$ cat config.mk
export PLATFORM = sky130hd
export DESIGN_NAME = switch_debounce_press_timer_top
export DESIGN_NICKNAME = d
export VERILOG_FILES = /design/src/rtl/core/sdpt_pkg.sv /design/src/rtl/core/sdpt_lane.sv /design/src/rtl/core/switch_debounce_press_timer_top.sv
export SDC_FILE = /design/constraint.sdc
export NUM_CORES = 1
export LEC_CHECK = 0
export ABC_AREA = 1
export BUFFER_PORTS_ARGS = -buffer_cell sky130_fd_sc_hd__buf_2
export CAP_MARGIN = 20
export CORE_AREA = 5 5 207 209
export CTS_CLUSTER_DIAMETER = 30
export CTS_CLUSTER_SIZE = 40
export DETAILED_ROUTE_END_ITERATION = 16
export DIE_AREA = 0 0 212 214
export PLACE_DENSITY = 0.86
export SLEW_MARGIN = 20
export SYNTH_ARGS = -nofsm -noshare
export SYNTH_HDL_FRONTEND = slang
export SYNTH_SLANG_ARGS = --single-unit
$ cat constraint.sdc
create_clock -name clk -period 6.4 [get_ports clk]
set_clock_uncertainty 0.1 [all_clocks]
set_input_delay 1.6 -clock clk [delete_from_list [all_inputs] [get_ports clk]]
set_output_delay 1.6 -clock clk [all_outputs]
set_load 0.05 [all_outputs]
$ cat src/rtl/core/sdpt_pkg.sv
`default_nettype none

package sdpt_pkg;

  // fixed slot count of the result record
  localparam int SW_SLOTS = 3;
  localparam int CNT_W    = 8;
  localparam int TIME_W   = 32;

  // configuration port
  localparam int ADDR_W    = 3;
  localparam int REG_IDX_W = 1;
  localparam int DATA_W    = 32;
  localparam logic [REG_IDX_W-1:0] REG_DEBOUNCE = 1'b0;

  localparam logic [CNT_W-1:0] DEFAULT_DEBOUNCE = 8'd10;

  typedef struct packed {
    logic [SW_SLOTS-1:0] pin_levels;
    logic [TIME_W-1:0]   now_ms;
    logic [SW_SLOTS-1:0] click_ack;
  } in_item_t;

  typedef struct packed {
    logic [SW_SLOTS-1:0] pressed_mask;
    logic [TIME_W-1:0]   held_ms_a;
    logic [TIME_W-1:0]   held_ms_b;
    logic [TIME_W-1:0]   held_ms_c;
    logic [TIME_W-1:0]   click_ms_a;
    logic [TIME_W-1:0]   click_ms_b;
    logic [TIME_W-1:0]   click_ms_c;
  } out_item_t;

  // per-switch control from the top level
  typedef struct packed {
    logic upd;
    logic pin;
    logic ack;
  } lane_ctl_t;

  // per-switch status after the update
  typedef struct packed {
    logic              pressed;
    logic [TIME_W-1:0] held_ms;
    logic [TIME_W-1:0] click_ms;
  } lane_res_t;

endpackage

`default_nettype wire

$ cat src/rtl/core/sdpt_lane.sv
`default_nettype none

module sdpt_lane
  import sdpt_pkg::*;
(
  input  wire logic              clk,
  input  wire logic              rst_n,
  input  wire lane_ctl_t         ctl,
  input  wire logic [TIME_W-1:0] now_ms,
  input  wire logic [CNT_W-1:0]  debounce,
  output lane_res_t              res
);

  logic [CNT_W-1:0]  cnt_r,     cnt_nxt;
  logic              pressed_r, pressed_nxt;
  logic [TIME_W-1:0] stamp_r,   stamp_nxt;
  logic [TIME_W-1:0] click_r,   click_nxt;
  logic [TIME_W-1:0] click_acked;
  logic [TIME_W-1:0] diff;
  logic              press, release_ev;

  always_comb begin
    // low pin reloads, high pin counts down to zero
    if (ctl.pin) begin
      cnt_nxt = (cnt_r != '0) ? cnt_r - CNT_W'(1) : '0;
    end else begin
      cnt_nxt = debounce;
    end

    click_acked = ctl.ack ? '0 : click_r;
    diff        = now_ms - stamp_r;
    release_ev  = pressed_r && (cnt_nxt == '0);
    press       = !pressed_r && (cnt_nxt != '0);

    pressed_nxt = pressed_r;
    click_nxt   = click_acked;
    stamp_nxt   = stamp_r;
    if (release_ev) begin
      pressed_nxt = 1'b0;
      click_nxt   = diff;
      stamp_nxt   = now_ms;
    end else if (press) begin
      pressed_nxt = 1'b1;
      click_nxt   = '0;
      stamp_nxt   = now_ms;
    end

    res.pressed  = pressed_nxt;
    // a fresh press is stamped now, so it has been held for zero
    res.held_ms  = (pressed_nxt && !press) ? diff : '0;
    res.click_ms = click_nxt;
  end

  always_ff @(posedge clk) begin
    if (!rst_n) begin
      cnt_r     <= '0;
      pressed_r <= 1'b0;
      stamp_r   <= '0;
      click_r   <= '0;
    end else if (ctl.upd) begin
      cnt_r     <= cnt_nxt;
      pressed_r <= pressed_nxt;
      stamp_r   <= stamp_nxt;
      click_r   <= click_nxt;
    end
  end

endmodule

`default_nettype wire

$ cat src/rtl/core/switch_debounce_press_timer_top.sv
`default_nettype none

// Debounces up to three active-low switches and times their presses. Each request
// is one sample tick carrying the pin levels, the current millisecond time and a
// mask that acknowledges pending click lengths. A press counts on the first low
// sample; a release counts once the switch has read high for release_debounce_count
// samples in a row (register 0 at byte address 0, reset value 10; a value of 0
// blocks presses). Each tick yields one result: the pressed mask, how long each
// switch has been held (0 when released) and the last completed press length of
// each switch (0 once acknowledged). Times wrap modulo 2^32. One request is taken
// every clock cycle unless the result register stalls; a request is held in the
// input register and its result is then captured in the result register. The
// input register holds its request while a finished result waits for out_ready,
// so a new request is then taken only if the input register is empty. Switch
// slots at or above NUM_SWITCHES report all zeros and ignore their input bits.
// Configuration must only be written while the block is idle.

module switch_debounce_press_timer_top
  import sdpt_pkg::*;
#(
  parameter int NUM_SWITCHES = 3
) (
  input  wire logic              clk,
  input  wire logic              rst_n,
  // sample tick requests
  input  wire logic              in_valid,
  output logic                   in_ready,
  input  wire in_item_t          in_data,
  // results
  output logic                   out_valid,
  input  wire logic              out_ready,
  output out_item_t              out_data,
  // register port
  input  wire logic              psel,
  input  wire logic              penable,
  input  wire logic              pwrite,
  input  wire logic [ADDR_W-1:0] paddr,
  input  wire logic [DATA_W-1:0] pwdata,
  output logic      [DATA_W-1:0] prdata,
  output logic                   pready
);

  // input register
  logic      s1_valid_r;
  in_item_t  s1_item_r;

  // result register
  logic      out_valid_r;
  out_item_t out_item_r, out_item_nxt;

  logic [CNT_W-1:0]     debounce_r;
  logic                 advance;
  logic                 cfg_wr;
  logic [REG_IDX_W-1:0] reg_idx;

  lane_ctl_t lane_ctl [SW_SLOTS];
  lane_res_t lane_res [SW_SLOTS];

  // the request moves into the result register when that one is free or draining
  assign advance   = s1_valid_r && (!out_valid_r || out_ready);
  assign in_ready  = !s1_valid_r || advance;
  assign out_valid = out_valid_r;
  assign out_data  = out_item_r;

  // register port: no wait states, index from the word address
  assign pready  = 1'b1;
  assign reg_idx = paddr[ADDR_W-1:2];
  assign cfg_wr  = psel && penable && pwrite && (reg_idx == REG_DEBOUNCE);

  always_comb begin
    prdata = '0;
    if (reg_idx == REG_DEBOUNCE) begin
      prdata = DATA_W'(debounce_r);
    end
  end

  // one lane per present switch, the rest tie off to zero
  for (genvar g = 0; g < SW_SLOTS; g++) begin : g_slot
    if (g < NUM_SWITCHES) begin : g_lane
      assign lane_ctl[g] = '{upd: advance,
                             pin: s1_item_r.pin_levels[g],
                             ack: s1_item_r.click_ack[g]};
      sdpt_lane u_lane (
        .clk      (clk),
        .rst_n    (rst_n),
        .ctl      (lane_ctl[g]),
        .now_ms   (s1_item_r.now_ms),
        .debounce (debounce_r),
        .res      (lane_res[g])
      );
    end else begin : g_absent
      assign lane_ctl[g] = '0;
      assign lane_res[g] = '0;
    end
  end

  // pack lane status into the result record
  always_comb begin
    out_item_nxt.pressed_mask = {lane_res[2].pressed, lane_res[1].pressed,
                                 lane_res[0].pressed};
    out_item_nxt.held_ms_a    = lane_res[0].held_ms;
    out_item_nxt.held_ms_b    = lane_res[1].held_ms;
    out_item_nxt.held_ms_c    = lane_res[2].held_ms;
    out_item_nxt.click_ms_a   = lane_res[0].click_ms;
    out_item_nxt.click_ms_b   = lane_res[1].click_ms;
    out_item_nxt.click_ms_c   = lane_res[2].click_ms;
  end

  // control state
  always_ff @(posedge clk) begin
    if (!rst_n) begin
      s1_valid_r  <= 1'b0;
      out_valid_r <= 1'b0;
      debounce_r  <= DEFAULT_DEBOUNCE;
    end else begin
      if (in_ready) begin
        s1_valid_r <= in_valid;
      end
      if (advance) begin
        out_valid_r <= 1'b1;
      end else if (out_ready) begin
        out_valid_r <= 1'b0;
      end
      if (cfg_wr) begin
        debounce_r <= pwdata[CNT_W-1:0];
      end
    end
  end

  // payload, no reset needed
  always_ff @(posedge clk) begin
    if (in_valid && in_ready) begin
      s1_item_r <= in_data;
    end
    if (advance) begin
      out_item_r <= out_item_nxt;
    end
  end

endmodule

`default_nettype wire

After elaboration in Yosys (flattened, before gate mapping)
Index checks and enable logic that the tools add are counted.
{"block": "op_classes", "add_sub_neg": 6, "mul": 0, "div": 0, "order_cmp": 0, "eq_ne": 0, "shifts": 0, "mux": 30, "bitwise": 1, "n_reduce_logical": 40}
{"cell": "32-bit 2-to-1 mux", "count": 15}
{"cell": "32-bit subtractor", "count": 3}
{"cell": "8-bit 2-to-1 mux", "count": 7}
{"cell": "8-bit nonzero test", "count": 6}
{"cell": "8-bit logical NOT", "count": 3}
{"cell": "8-bit by 1-bit subtractor with 8-bit output, second input constant", "count": 3}
{"cell": "1-bit logical AND", "count": 14}
{"cell": "1-bit logical NOT", "count": 8}
{"cell": "1-bit 2-to-1 mux", "count": 8}
{"cell": "2-bit nonzero test", "count": 4}
{"cell": "2-bit AND reduction", "count": 3}
{"cell": "1-bit logical OR", "count": 2}
{"cell": "1-bit NOT", "count": 1}
{"block": "totals", "reg_bits": 462, "latchBits": 0, "ram_bits": 0, "romBits": 0, "in_bits": 80, "output_inout_bits": 230, "word_cells": 102, "n_memories": 0}

Logic depth before layout (Yosys ltp)
Gate-level depths: netlist of the first run.
{"block": "depth", "word_depth": 8, "mapped_depth": 19, "ltp_nobuf": 17}

By module
A second synthesis of the first run with hierarchy kept.
{"block": "unflattened", "cells_unflattened": 3495, "area_unflattened_um2": 26027.5}
{"module": "sdpt_lane at g_slot[1].g_lane.u_lane ...", "instances": 2, "cells_per_inst": 1050, "area_each_um2": 6067.1, "seq_area_each_um2": 1461.4}
{"module": "switch_debounce_press_timer_top", "instances": 1, "cells_per_inst": 342, "area_each_um2": 7733.7, "seq_area_each_um2": 7196.9}
{"module": "sdpt_lane at g_slot[0].g_lane.u_lane", "instances": 1, "cells_per_inst": 1053, "area_each_um2": 6159.7, "seq_area_each_um2": 1461.4}

Worst setup path before layout of the first run
Ideal clock, no wire load.
{"block": "synth_timing", "path_kind": "input to output", "startpoint": "input port paddr[2]", "endpoint": "output port prdata[0]", "arrival_ps": 2413, "t_required_ps": 4700, "setup_slack_ps": 2287, "path_stages": 2, "path_buffers": 1, "cell_sequence": "buf_2 nor2_1"}
{"block": "synth_via", "elab_chain_len": 1}
{"item": "from (decl)", "line": "switch_debounce_press_timer_top.sv:37", "text": "input wire logic [ADDR_W-1:0] paddr,"}
{"item": "8-bit 2-to-1 mux", "line": "switch_debounce_press_timer_top.sv:72", "text": "if (reg_idx == REG_DEBOUNCE) begin"}
{"item": "to (decl)", "line": "switch_debounce_press_timer_top.sv:39", "text": "output logic [DATA_W-1:0] prdata,"}
Every way passes these cells.

Final worst setup path of the first run
{"block": "layout_timing", "startpoint": "register g_slot[0].g_lane.u_lane.cnt_r[3]", "endpoint": "register g_slot[0].g_lane.u_lane.click_r[1]"}
{"block": "layout_via", "elab_chain_len": 7, "elab_cells_between_ends": 10, "classes_between": "1 x add/sub; 4 x mux; 5 x reduce/logical"}
{"item": "from (decl)", "line": "sdpt_lane.sv:14", "text": "logic [CNT_W-1:0] cnt_r, cnt_nxt;"}
{"item": "from (signal assigned)", "line": "sdpt_lane.sv:61", "text": "cnt_r <= cnt_nxt;"}
{"item": "8-bit by 1-bit subtractor with 8-bit output or 8-bit nonzero test (tied branches)", "line": "sdpt_lane.sv:25", "text": "cnt_nxt = (cnt_r != '0) ? cnt_r - CNT_W'(1) : '0;"}
{"item": "8-bit 2-to-1 mux (*)", "line": "sdpt_lane.sv:25"}
{"item": "8-bit 2-to-1 mux (*)", "line": "sdpt_lane.sv:24", "text": "if (ctl.pin) begin"}
{"item": "8-bit nonzero test", "line": "sdpt_lane.sv:33", "text": "press = !pressed_r && (cnt_nxt != '0);"}
{"item": "1-bit logical AND", "line": "sdpt_lane.sv:33"}
{"item": "32-bit 2-to-1 mux", "line": "sdpt_lane.sv:42", "text": "end else if (press) begin"}
{"item": "32-bit 2-to-1 mux (*)", "line": "sdpt_lane.sv:38", "text": "if (release_ev) begin"}
{"item": "via g_slot[0].g_lane.u_lane.click_nxt[1]", "line": "sdpt_lane.sv:17", "text": "logic [TIME_W-1:0] click_r, click_nxt;"}
{"item": "to (signal assigned)", "line": "sdpt_lane.sv:64", "text": "click_r <= click_nxt;"}
{"item": "to (decl)", "line": "sdpt_lane.sv:17"}
The timed path passes the listed nets; every way through them passes the cells marked *.
A chain may end at the register's enable or synchronous reset.

==> impl_results.md, run 1 <==
* Yosys warning count at 0
* RSZ-0062 raised after global routing: false
* Reg2reg end: g_slot[0].g_lane.u_lane.click_r[1]
* Worst Setup Path Type: flop to flop
* # clock sinks at approximately 460
* Hold Crit Endpoint: g_slot[2].g_lane.u_lane.stamp_r[25]
* Register share of total power at between 30% and 40%
* CTS root buffer: clkbuf_16
* Asr flop ratio synth at 0%
* Pint at 6830 uW
* Syn Std Cell Area at 25600 um2
* First-pass GRT wire length at between 100 and 150 mm
* Placement Cell Area at roughly 27000 um2
* Most area-consuming cells after synthesis: edfxtp_1, dfxtp_1, nand2_1
* Setup TNS Final at 0 ns
* Switch Pwr at about 3100 uW
* Antenna Nets Post-Route at 0
* Seq/Total Area, Yosys at 45.2%
* Vias at 23.0k
* Nets at ~4k
* H-tree level count at 3
* Clk pwr share at 46.6%
* Slew headroom at 29.1%
* Worst hold path type: flop to flop
* Max Cap Viol at 0
* Required @ worst endpoint at around 6.8 ns
* Worst slew pin tran at ~1.1 ns
* EDFF count, synth at around 230
* Dpl cells at ~4.2k
* Area grow syn2layout at 17.8%
* Final Hold Viols at 0
* Rows at 74
* Setup crit end kind: flop
* Reg2reg path depth at 16
* Element type at the critical path start: flop
* Worst-path maximum fanout at 23
* Number of CTS-inserted buffers at 88
* Prevailing post-synth register cell: edfxtp_1
* PD cells at ~330 nW/um2
* Placer Congestion at approximately 1.0
* CTS max path bufs at 3
* Net Sw Frac at between 30% and 40%
* Initial antenna violation count at 3
* Initial detailed-routing violation count at roughly 2.0k
* Pin count of the biggest net entering global routing at approximately 120
* Vias in the first global route at between 20k and 25k
* Logic pwr share at a little under a fifth
* Worst EP arrival at 4.36 ns
* Initial DRT Pass Iterations at 6
* Max-slew violation count at 0
* Top cell type's share of synthesized area at about 27%
* Post_cts resized at 0
* Cells after Synth at around 3.5k
* Detailed placement HPWL at about 47 mm
* Outcome: finished, final reports clean
* Layout cells sized above 1 at around an eighth
* VDD IR-drop max at 0.255 mV
* CTS tree: yes
* Max Fclk at approximately 0.25 GHz
* Chip width at 212 um
* Yosys top cell by area: edfxtp_1
* Syn Area/Cell at about 7.4 um2
* Worst R2R Setup Slack at 2.46 ns
* Area of the core at approximately 40000 um2
* DR vias/cell at between 5 and 6
* Clock slew at reported path FFs at ~0.050 ns
* Min cycle time layout at just under 4 ns
* Die ar. at approximately 45000 um2
* IO Pins at 310
* Layout Cells excl Fill at approximately 4.3k
* Starting Density at 63.0%
* Total GRT Usage at between 20 and 30%
* Routed wire per std cell at between 15 and 20 um
* Post-route cell area at between 30000 and 40000 um2
* Final Core Density at 74.2%
* Pleak at ~0.016 uW
* Gr ovfl total at 0
* DRC at 0
* Hold path start: g_slot[2].g_lane.u_lane.stamp_r[25]
* Port bufs at about 260
* Tcrit/Tclk final at 61.6%
* WHS Path Cells at 2
* Post-CTS Setup Bufs at 0
* Drt total wl at between 60 and 70 mm
* Die H at 214 um
* Synth unique cells at 45
* Launch point of the worst reg-to-reg path: g_slot[0].g_lane.u_lane.cnt_r[3]
* Final setup violating endpoints at 0
* Yosys reg bits at 462
* Worst skew pair latency at between 0.6 and 0.7 ns
* # hold bufs at CTS at 0
cell usage in the layout (no fill, tap or decap), drive strengths merged:
| master | n |
|---|---|
| clkbuf | 109 |
| clkinv | 27 |
| dfxtp | 229 |
| xnor2 | 12 |
| nand4 | 12 |
| nand3 | 189 |
| o21bai | 10 |
| a21o | 3 |
| conb | 25 |
| nand3b | 8 |
| ha | 111 |
| xor2 | 45 |
| o21ai | 190 |
| o22ai | 36 |
| a211oi | 6 |
| a31oi | 1 |
| o211ai | 5 |
| inv | 675 |
| and2 | 15 |
| nor3 | 14 |
| clkinvlp | 10 |
| and3 | 1 |
| diode | 3 |
| a21oi | 217 |
| buf | 271 |
| edfxtp | 233 |
| or2 | 6 |
| bufinv | 6 |
| fa | 3 |
| nand2 | 965 |
| nor2 | 375 |
power by group through the flow:
stage	registers (uW)	clock network, uW	logic (uW)
final	3410	4620	1870
after global routing	3420	4820	2070
after CTS	3410	4650	1840
after detailed placement	3460	0	1810
after global placement	3450	0	1780
after floorplan	3620	0	1220
routing by layer:
| layer | vias to the layer above | track usage (%) | wire length [um] |
|---|---|---|---|
| li1 | 11400 | - | - |
| met1 | 10500 | 36.4 | 27100 |
| met2 | 935 | 49.3 | 32900 |
| met3 | 190 | 5.27 | 4790 |
| met4 | 0 | 10.7 | 2310 |
| met5 | - | 0 | 0 |
through the flow:
| stage | hold slack [ns] | total power [uW] | worst slack (ns) |
|---|---|---|---|
| floorplan | 0.327 | 4850 | 2.29 |
| finish | 0.355 | 9890 | 2.46 |
| detailed placement | 0.342 | 5280 | 2.20 |
| CTS | 0.358 | 9910 | 2.43 |
| global placement | 0.338 | 5230 | 2.29 |
| global route | 0.368 | 10300 | 2.21 |
cells by family (layout without fill, tap and decap cells):
| logic type | count (synthesis) | in the layout | synth area share (%) |
|---|---|---|---|
| xor+xnor | 57 | 57 | 1.95 |
| compound gates | 468 | 468 | 9.63 |
| buf+inv | 788 | 1098 | 12.3 |
| simple gates | 1585 | 1585 | 25.2 |
| fa+ha+maj | 114 | 114 | 5.66 |
| other cells | 2 | 28 | 0.0293 |
| flops | 462 | 462 | 45.2 |
area by class of cell:
class                   count  area (um2)
flip-flops and latches    462       11600
repair buffers            271        1400
clock buffers             109        2420
well taps                 532         666
inverters                 661        2490
fillers                  2943       10500
multi-input cells        2249       11000
diodes                      3        7.51
clock inverters            57         611
sequential cells by signal, indices dropped and copies added, names as in the netlist:
register                        count
debounce_r                          8
g_slot.g_lane.u_lane.click_r       96
lane_ctl                            6
out_data                          195
g_slot.g_lane.u_lane.pressed_r      3
s1_item_r                          32
g_slot.g_lane.u_lane.cnt_r         24
g_slot.g_lane.u_lane.stamp_r       96
s1_valid_r                          1
out_valid                           1
critical path, cell delays in order (launching register included):
cell and delay, ns:
dfxtp_1 0.31, inv_1 0.13, nand2_1 0.07, nor2_1 0.14, nand3_1 0.09, nand2_1 0.19
a21oi_1 0.06, o21ai_0 0.09, o21ai_0 0.13, nor2_1 0.21, nand4_1 0.22, ha_1 0.28
nor3_4 0.79, inv_1 0.43, o22ai_1 0.29, nor2_1 0.09, a211oi_1 0.23
worst max path at each step:
stage | start | endpoint | slack, ns | cells past startpoint
4_1_cts | g_slot[2].g_lane.u_lane.cnt_r[4] | g_slot[2].g_lane.u_lane.click_r[0] | 2.43 | 14
5_1_grt | g_slot[0].g_lane.u_lane.cnt_r[3] | g_slot[0].g_lane.u_lane.click_r[0] | 2.21 | 16
6_report | g_slot[0].g_lane.u_lane.cnt_r[3] | g_slot[0].g_lane.u_lane.click_r[1] | 2.46 | 16
3_5_place_dp | out_ready | g_slot[1].g_lane.u_lane.stamp_r[25] | 2.20 | 9
2_1_floorplan | paddr[2] | prdata[0] | 2.29 | 2
3_3_place_gp | out_ready | g_slot[1].g_lane.u_lane.stamp_r[8] | 2.29 | 9
cell usage after synthesis, types with 2 or more instances:
library cell	n
clkbuf_1	52
xnor2_1	12
inv_2	6
conb_1	2
a21o_1	3
inv_1	652
buf_4	28
o21ai_1	10
dfxtp_1	229
o21ai_0	179
a21oi_1	217
or2_2	3
buf_1	9
and2_1	15
dlygate4sd1_1	2
nand2_1	952
buf_6	3
o22ai_1	35
nand4_1	12
buf_2	29
xor2_1	45
fa_1	3
edfxtp_1	233
nand3_1	177
clkinv_1	3
nor3_2	6
o211ai_1	5
nand3_2	12
nor3_1	8
nand2_2	13
ha_1	111
o21bai_1	10
nand3b_1	8
or2_1	3
nor2_1	374
a211oi_1	6
Note: power is estimated with default switching activity, not from simulation.
==> run 2: changes to the inputs <==
--- a/config.mk
+++ b/config.mk
@@ -8,12 +8,12 @@
 export ABC_AREA = 1
 export BUFFER_PORTS_ARGS = -buffer_cell sky130_fd_sc_hd__buf_2
 export CAP_MARGIN = 20
-export CORE_AREA = 5 5 207 209
+export CORE_AREA = 5 5 226 228
 export CTS_CLUSTER_DIAMETER = 30
 export CTS_CLUSTER_SIZE = 40
 export DETAILED_ROUTE_END_ITERATION = 16
-export DIE_AREA = 0 0 212 214
-export PLACE_DENSITY = 0.86
+export DIE_AREA = 0 0 231 233
+export PLACE_DENSITY = 0.76
 export SLEW_MARGIN = 20
 export SYNTH_ARGS = -nofsm -noshare
 export SYNTH_HDL_FRONTEND = slang
==> constraint.sdc (replaced) <==
create_clock -name clk -period 3.31 [get_ports clk]
set_clock_uncertainty 0.1 [all_clocks]
set_input_delay 0.8275 -clock clk [delete_from_list [all_inputs] [get_ports clk]]
set_output_delay 0.8275 -clock clk [all_outputs]
set_load 0.05 [all_outputs]
==> run 2 against run 1 <==
Against the previous run:
- fmax up 32%
- die area up 19%
- global-route usage down 4.6 points
==> impl_results.md, run 2 (same netlist as run 1, synthesis figures left out) <==
* Outcome: finished, final reports clean (unchanged)
* Setup TNS Final at 0 ns (unchanged)
* WHS Path Cells at 1 (was 2)
* Placer Congestion at 0.971 (was 0.997)
* Hold Crit Endpoint: s1_item_r[11] (was g_slot[2].g_lane.u_lane.stamp_r[25])
* Placement Cell Area at 27400 um2 (was 27100 um2)
* Max-slew violation count at 0 (unchanged)
* Max Cap Viol at 0 (unchanged)
* Port bufs at 258 (unchanged)
* Element type at the critical path start: flop (unchanged)
* Sequential cell area at 11600 um2 (unchanged)
* Gr ovfl total at 0 (unchanged)
* Largest register FFs at 195 (unchanged)
* Total GRT Usage at 24.2% (was 28.8%)
* PD cells at 649 nW/um2 (was 328 nW/um2)
* H-tree level count at 3 (unchanged)
* Die ar. at 53800 um2 (was 45400 um2)
* Initial detailed-routing violation count at 1600 (was 1957)
* Wire length on met2 at 31.5 mm (was 32.9 mm)
* DP Worst Slack at 0.268 ns (was 2.20 ns)
* Starting Density at 52.6% (was 63.0%)
* Reg2reg end: g_slot[0].g_lane.u_lane.click_r[1] (unchanged)
* Antenna Nets Post-Route at 0 (unchanged)
* IO Pins at 310 (unchanged)
* Drt total wl at 66.1 mm (was 67.1 mm)
* RSZ-0062 raised after global routing: false (unchanged)
* # clock sinks at 462 (unchanged)
* Pin count of the biggest net entering global routing at 109 (was 124)
* Nets at 3955 (was 3927)
* Final Hold Viols at 0 (unchanged)
* Top layer in use: met5 (was met4)
* Wire length on met3 at 3.89 mm (was 4.79 mm)
* Layout cells sized above 1 at 13.3% (was 12.5%)
* Final setup violating endpoints at 0 (unchanged)
* Post-route cell area at 30800 um2 (was 30200 um2)
* CTS max path bufs at 3 (unchanged)
* Final Core Density at 63.3% (was 74.2%)
* Setup crit start: g_slot[0].g_lane.u_lane.cnt_r[3] (unchanged)
* CTS root buffer: clkbuf_16 (unchanged)
* Initial antenna violation count at 5 (was 3)
* Area grow syn2layout at 20.3% (was 17.8%)
* Worst R2R Setup Slack at 0.34 ns (was 2.46 ns)
* Setup crit end kind: flop (unchanged)
* Min cycle time layout at 2.97 ns (was 3.94 ns)
* Hold path start: in_data[11] (was g_slot[2].g_lane.u_lane.stamp_r[25])
* Clock slew at reported path FFs at 0.05 ns (about the same)
* Worst hold path type: input pin to flop (was flop to flop)
* Vias at 22.1k (was 23.0k)
* Pleak at 0.0159 uW (was 0.0156 uW)
* Launch point of the worst reg-to-reg path: g_slot[0].g_lane.u_lane.cnt_r[3] (unchanged)
* Required @ worst endpoint at 3.76 ns (was 6.82 ns)
* Chip width at 231 um (was 212 um)
* Worst skew pair latency at 0.63 ns (about the same)
* Rows at 81 (was 74)
* CTS tree: yes (unchanged)
* Number of CTS-inserted buffers at 95 (was 88)
* VDD IR-drop max at 0.540 mV (was 0.255 mV)
* Worst EP arrival at 3.42 ns (was 4.36 ns)
* Detailed placement HPWL at 48.4 mm (was 47.1 mm)
* Max Fclk at 0.336 GHz (was 0.254 GHz)
* Vias in the first global route at 20.7k (was 21.7k)
* Routed wire per std cell at 14.8 um (was 15.5 um)
* Area of the core at 48600 um2 (was 40600 um2)
* Initial DRT Pass Iterations at 5 (was 6)
* Commonest non-fill, non-tap cell in the layout: nand2_1 (unchanged)
* DRC at 0 (unchanged)
* DR vias/cell at 4.94 (was 5.29)
* Worst Setup Path Type: flop to flop (unchanged)
* Tcrit/Tclk final at 89.9% (was 61.6%)
* Most frequent cells in the layout: nand2_1, inv_1, nor2_1 (unchanged)
* Worst slew pin tran at 0.845 ns (was 1.06 ns)
* Met1 WL at 28.9 mm (was 27.1 mm)
* Slew headroom at 43.6% (was 29.1%)
* Hold slack at 0.278 ns (was 0.355 ns)
* Worst-path maximum fanout at 9 (was 23)
* Die H at 233 um (was 214 um)
* PnR worst setup slack at 0.335 ns (was 2.46 ns)
* Layout fillers at 4236 (was 2943)
* Reg2reg path depth at 16 (unchanged)
* Area of the multi-input gates at 11000 um2 (about the same)
* First-pass GRT wire length at 105 mm (was 107 mm)
run 2: stage by stage:
step | std cells | total power (uW)
floorplan | 3499 | 9370
global placement | 4283 | 10200
detailed placement | 4283 | 10200
CTS | 4463 | 20100
global route | 4468 | 20900
finish | 4468 | 20000
run 2: layer usage:
metal | global-route usage (%) | vias up
li1 | - | 11400
met1 | 31.4 | 9877
met2 | 41.0 | 628
met3 | 4.55 | 134
met4 | 7.95 | 4
met5 | 0 | -
run 2: what timing repair did:
action / CTS / global route
hold buffers: 0 / 0
gates resized for setup: 0 / 8
setup endpoints to repair: 0 / 38
buffers inserted: 0 / 2
run 2: worst max-delay path by stage:
stage                                          endpoint  slack [ns]
global placement    g_slot[2].g_lane.u_lane.stamp_r[29]        0.37
finish               g_slot[0].g_lane.u_lane.click_r[1]        0.34
floorplan                                   out_data[0]        0.52
global route         g_slot[0].g_lane.u_lane.click_r[1]        0.01
CTS                  g_slot[2].g_lane.u_lane.stamp_r[6]        0.23
detailed placement   g_slot[2].g_lane.u_lane.stamp_r[6]        0.27
run 2: worst max-delay path: stages, from the launching register on:
cell and delay (ns):
dfxtp_1 0.32, inv_1 0.12, nand2_1 0.07, nor2_1 0.14, nand3_1 0.08, nand2_1 0.19, inv_1 0.11, nand2_1 0.07
o21ai_0 0.09, nor2_1 0.21, nand2_1 0.08, nor2_1 0.14, ha_1 0.35, clkinvlp_4 0.30, o22ai_1 0.29, nor2_1 0.07
a211oi_1 0.18
run 2: power by group:
part           total (uW)  internal, uW  switching [uW]  leakage [uW]
registers            6590          6410             182       0.00419
clock network        9800          6530            3270       0.00161
logic                3590          1060            2530        0.0101
run 2: cell type report:
class,instances,area share (%)
Clock inverter,73,2.90
Sequential cell,462,37.6
Multi-Input combinational cell,2249,35.6
Clock buffer,107,8.00
Timing Repair inverter,1,0.0162
Inverter,661,8.11
Timing Repair Buffer,291,5.24
Antenna cell,2,0.0162
Tap cell,622,2.53
==> run 3: changes to the inputs <==
--- a/config.mk
+++ b/config.mk
@@ -6,7 +6,7 @@
 export NUM_CORES = 1
 export LEC_CHECK = 0
 export ABC_AREA = 1
-export BUFFER_PORTS_ARGS = -buffer_cell sky130_fd_sc_hd__buf_2
+export BUFFER_PORTS_ARGS = -buffer_cell sky130_fd_sc_hd__buf_4
 export CAP_MARGIN = 20
 export CORE_AREA = 5 5 226 228
 export CTS_CLUSTER_DIAMETER = 30
==> constraint.sdc (replaced) <==
create_clock -name clk -period 3.31 [get_ports clk]
set_clock_uncertainty 0.1 [all_clocks]
set_input_delay 0.662 -clock clk [delete_from_list [all_inputs] [get_ports clk]]
set_output_delay 0.662 -clock clk [all_outputs]
set_load 0.05 [all_outputs]
==> run 3 against run 2 <==
Against the previous run:
- total power decreased by 1.8%
- first-iteration DRC count increased by 2.8%
- fmax decreased by 2.2%
- highest routed layer is now met4
- sequential power about the same
- cell count decreased by 0.25%
- combinational power increased by 2%
- hold slack got worse by 0.18 ns
- global-route usage increased by 0.28 points
- count of clock-buffer cells in the layout increased by 12
- critical path type unchanged
- register-to-register slack got worse by 0.07 ns
- flip-flop and latch count unchanged
- critical path depth increased by 1
==> impl_results.md, run 3 (same netlist as run 1, synthesis figures left out) <==
* Outcome: finished, final reports clean (unchanged)
* Initial DRT Pass Iterations at 6 (was 5)
* CTS max path bufs at 3 (unchanged)
* Layout cells sized above 1 at 12.7% (was 13.3%)
* Drt total wl at 67.2 mm (was 66.1 mm)
* Initial antenna violation count at 1 (was 5)
* Worst path cell trace: inv_1, nand2_1, nor2_1, nand3_1, nand2_1, inv_1, nand2_1, o21ai_0, nor2_1, nand2_1, nor2_1, ha_1, nor3_2, inv_1, o22ai_1, o21ai_0, inv_1 (was inv_1, nand2_1, nor2_1, nand3_1, nand2_1, inv_1, nand2_1, o21ai_0, nor2_1, nand2_1, nor2_1, ha_1, clkinvlp_4, o22ai_1, nor2_1, a211oi_1)
* Most frequent cells in the layout: nand2_1, inv_1, nor2_1 (unchanged)
* Setup crit start: g_slot[0].g_lane.u_lane.cnt_r[3] (unchanged)
* Die H at 233 um (unchanged)
* # clock sinks at 462 (unchanged)
* Critical-path top delay cell: ha_1 (unchanged)
* First-pass GRT wire length at 106 mm (was 105 mm)
* DP Worst Slack at 0.166 ns (was 0.268 ns)
* Setup TNS Final at 0 ns (unchanged)
* Crit path max-delay family: simple AND/OR/NAND/NOR gates (unchanged)
* Final Hold Viols at 0 (unchanged)
* Buf/Inv on CP at 4 (was 3)
* Area of the core at 48600 um2 (unchanged)
* Largest register FFs at 195 (unchanged)
* Diodes inserted at 0 (was 2)
* Port bufs at 258 (unchanged)
* Worst-path maximum fanout at 11 (was 9)
* Max Fclk at 0.329 GHz (was 0.336 GHz)
* Worst slew pin tran at 0.651 ns (was 0.845 ns)
* Vias in the first global route at 21.0k (was 20.7k)
* Worst hold path type: input pin to flop (unchanged)
* Total GRT Usage at 24.5% (was 24.2%)
* Max-slew violation count at 0 (unchanged)
* Max Cap Viol at 0 (unchanged)
* Chip width at 231 um (unchanged)
* Final Core Density at 64.2% (was 63.3%)
* Launch point of the worst reg-to-reg path: g_slot[0].g_lane.u_lane.cnt_r[3] (unchanged)
* IO Pins at 310 (unchanged)
* RSZ-0062 raised after global routing: false (unchanged)
* Layout Cells excl Fill at 4457 (was 4468)
* Required @ worst endpoint at 3.73 ns (was 3.76 ns)
* Element type at the critical path start: flop (unchanged)
* CTS root buffer: clkbuf_16 (unchanged)
* Dpl cells at 4275 (was 4283)
* CTS tree: yes (unchanged)
* Min cycle time layout at 3.04 ns (was 2.97 ns)
* Placer Congestion at 0.955 (was 0.971)
* PD cells at 629 nW/um2 (was 649 nW/um2)
* VDD IR-drop max at 0.521 mV (was 0.540 mV)
* Tcrit/Tclk final at 91.9% (was 89.9%)
* Number of CTS-inserted buffers at 94 (was 95)
* Starting Density at 52.6% (unchanged)
* Clock slew at reported path FFs at 0.05 ns (about the same)
* Crit-path max cell delay at 0.32 ns (was 0.35 ns)
* Antenna Nets Post-Route at 0 (unchanged)
* Initial detailed-routing violation count at 1645 (was 1600)
* PnR worst setup slack at 0.270 ns (was 0.335 ns)
* Worst Setup Path Type: flop to flop (unchanged)
* Gr ovfl total at 0 (unchanged)
* Commonest non-fill, non-tap cell in the layout: nand2_1 (unchanged)
* Nets at 3948 (was 3955)
* Pleak at 0.0160 uW (was 0.0159 uW)
* Slew headroom at 56.6% (was 43.6%)
* DRC at 0 (unchanged)
* Worst EP arrival at 3.46 ns (was 3.42 ns)
* Rows at 81 (unchanged)
* Die ar. at 53800 um2 (unchanged)
* Routed wire per std cell at 15.1 um (was 14.8 um)
* Hold path start: in_data[6] (was in_data[11])
* Area grow syn2layout at 22.0% (was 20.3%)
* Setup crit end kind: flop (unchanged)
* Vias at 22.2k (was 22.1k)
* Worst skew pair latency at 0.65 ns (was 0.63 ns)
* Detailed placement HPWL at 49.2 mm (was 48.4 mm)
* DR vias/cell at 4.99 (was 4.94)
* Final setup violating endpoints at 0 (unchanged)
* Pin count of the biggest net entering global routing at 122 (was 109)
* H-tree level count at 3 (unchanged)
==> run 3: where the power goes <==
group          switching (uW)  internal [uW]  total, uW
clock network            3250           6120       9360
logic                    2540           1130       3670
registers                 188           6410       6600
==> run 3: final timing paths <==
| kind | end | slack, ns | depth (start not counted) |
|---|---|---|---|
| setup / recovery | g_slot[0].g_lane.u_lane.click_r[2] | 0.27 | 17 |
| setup reg to reg | g_slot[0].g_lane.u_lane.click_r[2] | 0.27 | 17 |
| hold / removal | s1_item_r[6] | 0.1 | 1 |
| hold reg to reg | g_slot[0].g_lane.u_lane.stamp_r[21] | 0.35 | 2 |
==> run 3: metal layers <==
metal | share of wire [%] | up-vias | global-route usage (%)
li1 | - | 11400 | -
met1 | 43 | 10000 | 31.5
met2 | 47 | 648 | 41.2
met3 | 6.4 | 146 | 4.59
met4 | 3.3 | 0 | 9.19
met5 | 0 | - | 0
==> run 3: timing repair <==
item,CTS,global route
endpoints found under the setup margin,0,107
resized for setup,0,6
hold buffers,0,0
setup buffers,0,4
==> run 3: final cells by class <==
cell class              count  area, um2
clock inverters            58        684
clock buffers             119       2530
inverters                 661       2490
repair inverters            1       5.00
well taps                 622        778
multi-input cells        2249      11000
flip-flops and latches    462      11600
fillers                  4228      17400
repair buffers            285       2200
==> run 3: stage by stage <==
| stage | power [uW] | cell area [um2] | hold WS (ns) |
|---|---|---|---|
| finish | 19600 | 31200 | 0.0955 |
| global route | 20500 | 31200 | 0.0766 |
| CTS | 19700 | 31200 | 0.0651 |
| detailed placement | 10300 | 28000 | 0.350 |
| global placement | 10300 | 28000 | 0.338 |
| floorplan | 9370 | 25700 | 0.327 |
